===== config.mk =====
export PLATFORM = sky130hd
export DESIGN_NAME = pirr_cordic_cell
export DESIGN_NICKNAME = d
export VERILOG_FILES = /design/src/pirr_pkg.sv /design/src/pirr_cordic_cell.sv
export SDC_FILE = /design/constraint.sdc
export NUM_CORES = 1
export LEC_CHECK = 0
export BUFFER_PORTS_ARGS = -buffer_cell sky130_fd_sc_hd__buf_2
export CORE_AREA = 2 2 226 228
export DETAILED_ROUTE_END_ITERATION = 16
export DIE_AREA = 0 0 228 230
export PLACE_DENSITY = 0.56
export SYNTH_ARGS = -nofsm -noshare
export SYNTH_HDL_FRONTEND = slang
export SYNTH_SLANG_ARGS = --single-unit
export TNS_END_PERCENT = 100

===== constraint.sdc =====
create_clock -name clock -period 6.8 [get_ports clock]
set_input_delay 1.36 -clock clock [delete_from_list [all_inputs] [get_ports clock]]
set_output_delay 1.36 -clock clock [all_outputs]
set_load 0.005 [all_outputs]

===== src/pirr_pkg.sv =====
// ---------------------------------------------------------------------------
// pirr_pkg
// Shared widths, constants, item type and arctangent table for the
// point in rotated rectangle unit.
// ---------------------------------------------------------------------------
package pirr_pkg;

   // default and maximum number of cordic rotation cells
   localparam int CORDIC_STAGES_DEF = 16;
   localparam int CORDIC_STAGES_MAX = 24;

   // datapath widths
   localparam int XY_W    = 34;   // cordic x and y, Q2.30 with headroom
   localparam int Z_W     = 32;   // cordic angle accumulator, Q.28
   localparam int PROD_W  = 66;   // extent times cos or sin
   localparam int SUM_W   = 68;   // corner offset before rounding
   localparam int COORD_W = 38;   // corner coordinates, Q16.16
   localparam int VEC_W   = 39;   // edge vectors and point offsets
   localparam int LO_W    = 20;   // low part of a split operand
   localparam int HI_W    = VEC_W - LO_W;
   localparam int DOT_W   = 80;   // full width dot product

   // cordic start value and fold limits for the Q3.13 angle
   localparam logic signed [XY_W-1:0] CORDIC_X0   = 34'sd652032874;
   localparam logic signed [16:0]     PI_Q13      = 17'sd25736;
   localparam logic signed [16:0]     HALF_PI_Q13 = 17'sd12868;

   // one query as it travels down the pipeline
   typedef struct packed {
      logic signed [31:0] point_x;
      logic signed [31:0] point_y;
      logic signed [31:0] center_x;
      logic signed [31:0] center_y;
      logic [30:0]        half_width;
      logic [30:0]        half_length;
      logic               flip;
   } item_type;

   // atan(2^-idx) in Q.28
   function automatic logic signed [Z_W-1:0] atan_q28(input int idx);
      logic signed [Z_W-1:0] r;
      unique case (idx)
         0:  r = 32'sd210828714;
         1:  r = 32'sd124459457;
         2:  r = 32'sd65760959;
         3:  r = 32'sd33381290;
         4:  r = 32'sd16755422;
         5:  r = 32'sd8385879;
         6:  r = 32'sd4193963;
         7:  r = 32'sd2097109;
         8:  r = 32'sd1048571;
         9:  r = 32'sd524287;
         10: r = 32'sd262144;
         11: r = 32'sd131072;
         12: r = 32'sd65536;
         13: r = 32'sd32768;
         14: r = 32'sd16384;
         15: r = 32'sd8192;
         16: r = 32'sd4096;
         17: r = 32'sd2048;
         18: r = 32'sd1024;
         19: r = 32'sd512;
         20: r = 32'sd256;
         21: r = 32'sd128;
         22: r = 32'sd64;
         23: r = 32'sd32;
         default: r = '0;
      endcase
      return r;
   endfunction

endpackage


===== src/pirr_cordic_cell.sv =====
// ---------------------------------------------------------------------------
// pirr_cordic_cell
// One rotation-mode cordic cell: a fixed shift, a fixed arctangent step and
// a register that hands x, y, z and the query on to the next cell.
// ---------------------------------------------------------------------------
module pirr_cordic_cell #(
   parameter int STAGE = 0
) (
   input  logic                              clock,
   input  logic                              reset,
   input  logic                              en,
   input  logic                              in_valid,
   input  pirr_pkg::item_type                in_item,
   input  logic signed [pirr_pkg::XY_W-1:0]  in_x,
   input  logic signed [pirr_pkg::XY_W-1:0]  in_y,
   input  logic signed [pirr_pkg::Z_W-1:0]   in_z,
   output logic                              out_valid,
   output pirr_pkg::item_type                out_item,
   output logic signed [pirr_pkg::XY_W-1:0]  out_x,
   output logic signed [pirr_pkg::XY_W-1:0]  out_y,
   output logic signed [pirr_pkg::Z_W-1:0]   out_z
);
   import pirr_pkg::*;

   localparam logic signed [Z_W-1:0] ATAN_STEP = atan_q28(STAGE);

   logic                   valid_ff;
   item_type               item_ff;
   logic signed [XY_W-1:0] x_ff, y_ff, x_in, y_in, dx, dy;
   logic signed [Z_W-1:0]  z_ff, z_in;

   // micro-rotation, direction from the sign of the residual angle
   always_comb begin
      dx = in_y >>> STAGE;
      dy = in_x >>> STAGE;
      if (!in_z[Z_W-1]) begin
         x_in = in_x - dx;
         y_in = in_y + dy;
         z_in = in_z - ATAN_STEP;
      end else begin
         x_in = in_x + dx;
         y_in = in_y - dy;
         z_in = in_z + ATAN_STEP;
      end
   end

   // data registers
   always_ff @(posedge clock) begin
      if (en) begin
         item_ff <= in_item;
         x_ff    <= x_in;
         y_ff    <= y_in;
         z_ff    <= z_in;
      end
   end

   // valid flag
   always_ff @(posedge clock) begin
      if (reset) begin
         valid_ff <= 1'b0;
      end else if (en) begin
         valid_ff <= in_valid;
      end
   end

   assign out_valid = valid_ff;
   assign out_item  = item_ff;
   assign out_x     = x_ff;
   assign out_y     = y_ff;
   assign out_z     = z_ff;

endmodule


==> metrics.txt, run 1 <==
status complete, no violations; mapped cell area 15800 um^2; TritonCTS clock tree yes; hold_ws 0.502 ns; cells after synthesis 1342; peak per-stage delay on the critical path 0.73 ns; Min-Delay Path Class reg2reg; initial antenna violation count 18; Final Wtd Congestion 0.996; CTS Hold Bufs 0; Post-synth EDFFs 290; Post-CTS Setup Repair Bufs 0; Setup crit start kind primary input; final wirelength 68600 um; Worst Setup End Kind register; H-tree depth 2; crit path time final 4.45 ns; Max Slew Vio Count 0; first-pass GRT wire length 95100 um; critical path class in2reg; most frequent cells in the layout buf_2, edfxtp_1, a21oi_1, ha_1, inv_1; RSZ-0062 raised after global routing no; non-filler cells, final 2634; vias in the first global route 13106; most common flop cell mapped by yosys edfxtp_1; Netlist cell types 71; Worst-Skew Late Latency 0.54 ns; die width 228 um; post-DP HPWL 54900 um; worst-path fanout max 7; Ports 587; MaxCap Viol Count 0; Synth async-reset ratio 0; I/O Buffers 586; post-detailed-placement cell area 19400 um^2; Post-Route Skew 0 ns; Rel. slew slack 0.412; CTS root buffer clkbuf_16; Die ar. 52400 um^2; layout cells sized above 1 0.339; Final Setup Violations 0; drt drc 0; core area 49900 um^2; clock transition at the registers of the reported paths 0.06 ns; Total Negative Setup Slacks 0 ns; cells along the critical path buf_2, inv_1, ha_1, nor2_1, a221oi_2, o21bai_1, nand3b_1, a21oi_1, o41ai_2, a21oi_1, o41ai_1, xnor2_1; Pre-antenna DRT Iters 5; Final Cycle Share 0.655; Longest Clk Path Bufs 3; Leakage 0.00905 uW; vias 13488; critical path's most frequent cell a21oi_1; placed cells 2560; worst-margin pin slew 0.870 ns; Worst Path Arrival 4.74 ns; Num CTS Buffers 38; Syn-to-layout area delta 31.2%; Design Area, Final 20700 um^2; Yosys reg bits 291; Slowest-stage cell, CP o41ai_2; total power 5490 uW; commonest non-fill, non-tap cell in the layout buf_2; drt wl/cell 26.0 um; initial core utilization 0.316; ANT nets after route 0; largest net degree at the start of global routing 134; Iter 0 DRT Violations 1002; Clock Sink Count 291; height of the die 230 um; f_max 0.224 GHz; Rows 82; post-synthesis sequential area ratio 0.554; Final Hold Fails 0; # nets final 2356; Mapped Nets 1770; Peak VDD IR 168 uV; Worst EP required 7.09 ns; Syn. warnings 0; post-cts gate resize count 0; Vias/cell 5.12; Power Density 266 nW/um^2; total track usage 0.251; Avg Synthesized Cell Area 11.7 um^2; GRT Residual Overflow 0
-- logic make-up (layout without fill, tap and decap cells) --
group / after synthesis / in the layout / share of synthesized area
AO/OA/AOI/OAI: 400 / 400 / 0.161
XOR/XNOR: 92 / 92 / 0.0512
adder cells (fa/ha/maj): 133 / 133 / 0.108
buffers and inverters: 162 / 777 / 0.0400
flip-flops: 291 / 291 / 0.554
multiplexers: 18 / 18 / 0.0114
other: 0 / 5 / 0
AND/OR/NAND/NOR: 246 / 246 / 0.0747
-- cells in the mapped netlist (all sizes together), types with 16 or more instances --
library cell,number,area [um^2]
a21o,28,210
a21oi,147,736
buf,16,80.1
clkbuf,29,110
edfxtp,290,8710
ha,129,1610
inv,114,428
mux2i,18,180
nand2,52,195
nand3,16,80.1
nor2,82,308
nor3,24,120
o21ai,80,400
o21bai,24,180
xnor2,74,648
xor2,18,158
-- area by class of cell --
cell class	instances	area [um^2]
Antenna cell	5	12.5
Clock buffer	43	991
Clock inverter	26	267
Fill cell	4942	29200
Inverter	117	439
Multi-Input combinational cell	889	6390
Sequential cell	291	8730
Tap cell	672	841
Timing Repair Buffer	591	2990
-- through the flow --
stage / utilization / setup WS (ns)
after floorplan: - / 2.00
after global placement: 0.389 / 1.82
after detailed placement: 0.389 / 1.77
after CTS: 0.414 / 2.34
after global routing: 0.414 / 2.15
final: 0.414 / 2.35
-- per-layer routing --
layer	GRT usage	share of wire	vias up
li1	-	-	6154
met1	0.301	0.40	6662
met2	0.445	0.50	563
met3	0.0707	0.075	95
met4	0.0600	0.023	14
met5	0	0.0013	-
-- power by group --
| part | internal [uW] | total [uW] | switching (uW) |
|---|---|---|---|
| combinational | 449 | 1170 | 718 |
| sequential | 2220 | 2280 | 64.5 |
| clock | 1210 | 2040 | 829 |
| total | 3880 | 5490 | 1610 |
-- worst paths after layout --
check	startpoint	to	slack (ns)	depth (start not counted)
worst max-delay path	in_x[7]	out_x[33]$_DFFE_PP_	2.35	12
worst min-delay path	out_valid$_SDFFE_PP0P_	out_valid$_SDFFE_PP0P_	0.50	2
worst max register to register	out_valid$_SDFFE_PP0P_	out_valid$_SDFFE_PP0P_	6.22	2
worst min register to register	out_valid$_SDFFE_PP0P_	out_valid$_SDFFE_PP0P_	0.50	2
-- state kept, by name (all words and copies together), names as in the netlist --
register,flops
out_valid,1
out_y,33
out_x,34
out_item,191
out_z,32
-- critical path: cells and delay by family --
kind | cells | cell delay [ns]
AOI/OAI and AO/OA | 6 | 2.05
adders and majority gates | 1 | 0.38
buffers and inverters | 2 | 0.17
and+or+nand+nor | 2 | 0.66
xor gates and xnor gates | 1 | 0.11
No activity file was read; power rests on OpenSTA's default activity.
==> run 2, diff against run 1 <==
- CORE_AREA: 2 2 226 228 -> 2 2 228 230
- DIE_AREA: 0 0 228 230 -> 0 0 230 232
- clock period: 6.8 -> 4.2 ns (I/O delays scaled with it)
==> run 2 against run 1 <==
First-iteration DRC count is 34% higher. Critical path type unchanged. Routed wire length is 2.8% higher. Clock skew stayed put. Sequential power is 62% higher. Register-to-register slack worse by 2.6 ns. Combinational power is 68% higher. Die area is 1.8% higher. Critical path depth is 1 higher. Largest cell class unchanged.
==> metrics.txt, run 2 (synthesis results as in run 1) <==
MaxCap Viol Count 0; placed cells 2612; Final Hold Fails 0; Rows 83; ANT nets after route 0; I/O Buffers 586; WL met1 28000 um; CTS root buffer clkbuf_16; f_max 0.281 GHz; layout cells sized above 1 0.352; vias in the first global route 13278; worst-margin pin slew 0.831 ns; post-cts gate resize count 0; met2 WL 34900 um; Setup crit start kind primary input; initial core utilization 0.310; Filler cells 4954; Leakage 0.00924 uW; RSZ-0062 raised after global routing no; clock transition at the registers of the reported paths 0.06 ns; Syn-to-layout area delta 33.1%; height of the die 232 um; worst-path fanout max 4; non-filler cells, final 2682; Total Negative Setup Slacks 0 ns; drt wl/cell 26.3 um; Min-Delay Path Class in2reg; # nets final 2399; Final Cycle Share 0.848; cells on worst reg2reg path 2; Ports 587; first-pass GRT wire length 96700 um; Peak VDD IR 229 uV; Iter 0 DRT Violations 1340; H-tree depth 2; metal3 WL 5660 um; commonest non-fill, non-tap cell in the layout buf_2; most frequent cells in the layout buf_2, edfxtp_1, a21oi_1, ha_1, inv_1; CTS Hold Bufs 0; TritonCTS clock tree yes; Vias/cell 5.16; Final Wtd Congestion 0.963; Longest Clk Path Bufs 3; Max Slew Vio Count 0; Design Area, Final 21000 um^2; Post-CTS Setup Repair Bufs 0; Worst Setup End Kind register; DR top layer met5; Worst-Skew Late Latency 0.54 ns; Final Setup Violations 0; largest net degree at the start of global routing 81; Clock Sink Count 291; Pre-antenna DRT Iters 5; status complete, no violations; final wirelength 70500 um; Worst EP required 4.48 ns; Post-Route Skew 0 ns; Worst Path Arrival 3.84 ns; critical path class in2reg; vias 13830; Num CTS Buffers 37; GRT Residual Overflow 0; post-detailed-placement cell area 19700 um^2; Power Density 427 nW/um^2; crit path time final 3.56 ns; total track usage 0.253; Largest register FFs 191; initial antenna violation count 18; post-DP HPWL 57200 um; Worst Hold Depth 2; Die ar. 53400 um^2; drt drc 0; Rel. slew slack 0.446; core area 50900 um^2; die width 230 um
==> run 2: changes by cell type in the layout (fill, tap and decap cells not counted), sizes merged <==
cell	change
buf	+44
bufinv	+1
clkinv	-7
clkinvlp	+3
diode	-2
inv	+1
==> run 2: final cells by class <==
| type | count | area, um^2 | share of cell area |
|---|---|---|---|
| antenna | 3 | 7.51 | 0.000358 |
| inverter | 117 | 439 | 0.0209 |
| clock inverter | 24 | 258 | 0.0123 |
| sequential | 291 | 8730 | 0.416 |
| multi-input combinational | 889 | 6390 | 0.305 |
| clock buffer | 43 | 958 | 0.0457 |
| timing repair buffer | 635 | 3340 | 0.159 |
| tap | 680 | 851 | 0.0406 |
==> run 2: worst max-delay path: stages <==
cell and delay, ns:
buf_2 0.12, ha_1 0.23, fa_1 0.44, a221oi_1 0.27, buf_4 0.18, o211ai_1 0.15, a311oi_1 0.47, buf_4 0.21
o211a_1 0.21, nor2_1 0.09, a31oi_1 0.31, mux2i_1 0.15, xnor2_1 0.16
==> run 2: per-stage QoR <==
| step | hold WS [ns] | power (uW) | utilization | setup slack [ns] |
|---|---|---|---|---|
| after CTS | 0.426 | 9030 | 0.412 | 0.722 |
| after global placement | 0.476 | 5720 | 0.388 | 0.0983 |
| after floorplan | 0.485 | 4630 | - | 0.259 |
| after global routing | 0.437 | 9300 | 0.412 | 0.502 |
| after detailed placement | 0.501 | 5710 | 0.388 | 0.143 |
| final | 0.449 | 8950 | 0.412 | 0.638 |
==> run 2: worst paths after layout <==
path / startpoint / end / slack, ns
setup reg to reg: out_valid$_SDFFE_PP0P_ / out_valid$_SDFFE_PP0P_ / 3.59
hold / removal: reset / out_valid$_SDFFE_PP0P_ / 0.45
setup / recovery: in_x[0] / out_y[30]$_DFFE_PP_ / 0.64
hold reg to reg: out_valid$_SDFFE_PP0P_ / out_valid$_SDFFE_PP0P_ / 0.53
==> run 2: layer usage <==
layer	vias up	global-route usage
li1	6225	-
met4	18	0.0665
met3	102	0.0610
met1	6840	0.313
met2	645	0.441
met5	-	0
==> run 2: power by group <==
group | total, uW | internal, uW | switching, uW
combinational | 1970 | 776 | 1200
sequential | 3690 | 3590 | 99.7
clock | 3280 | 1950 | 1330
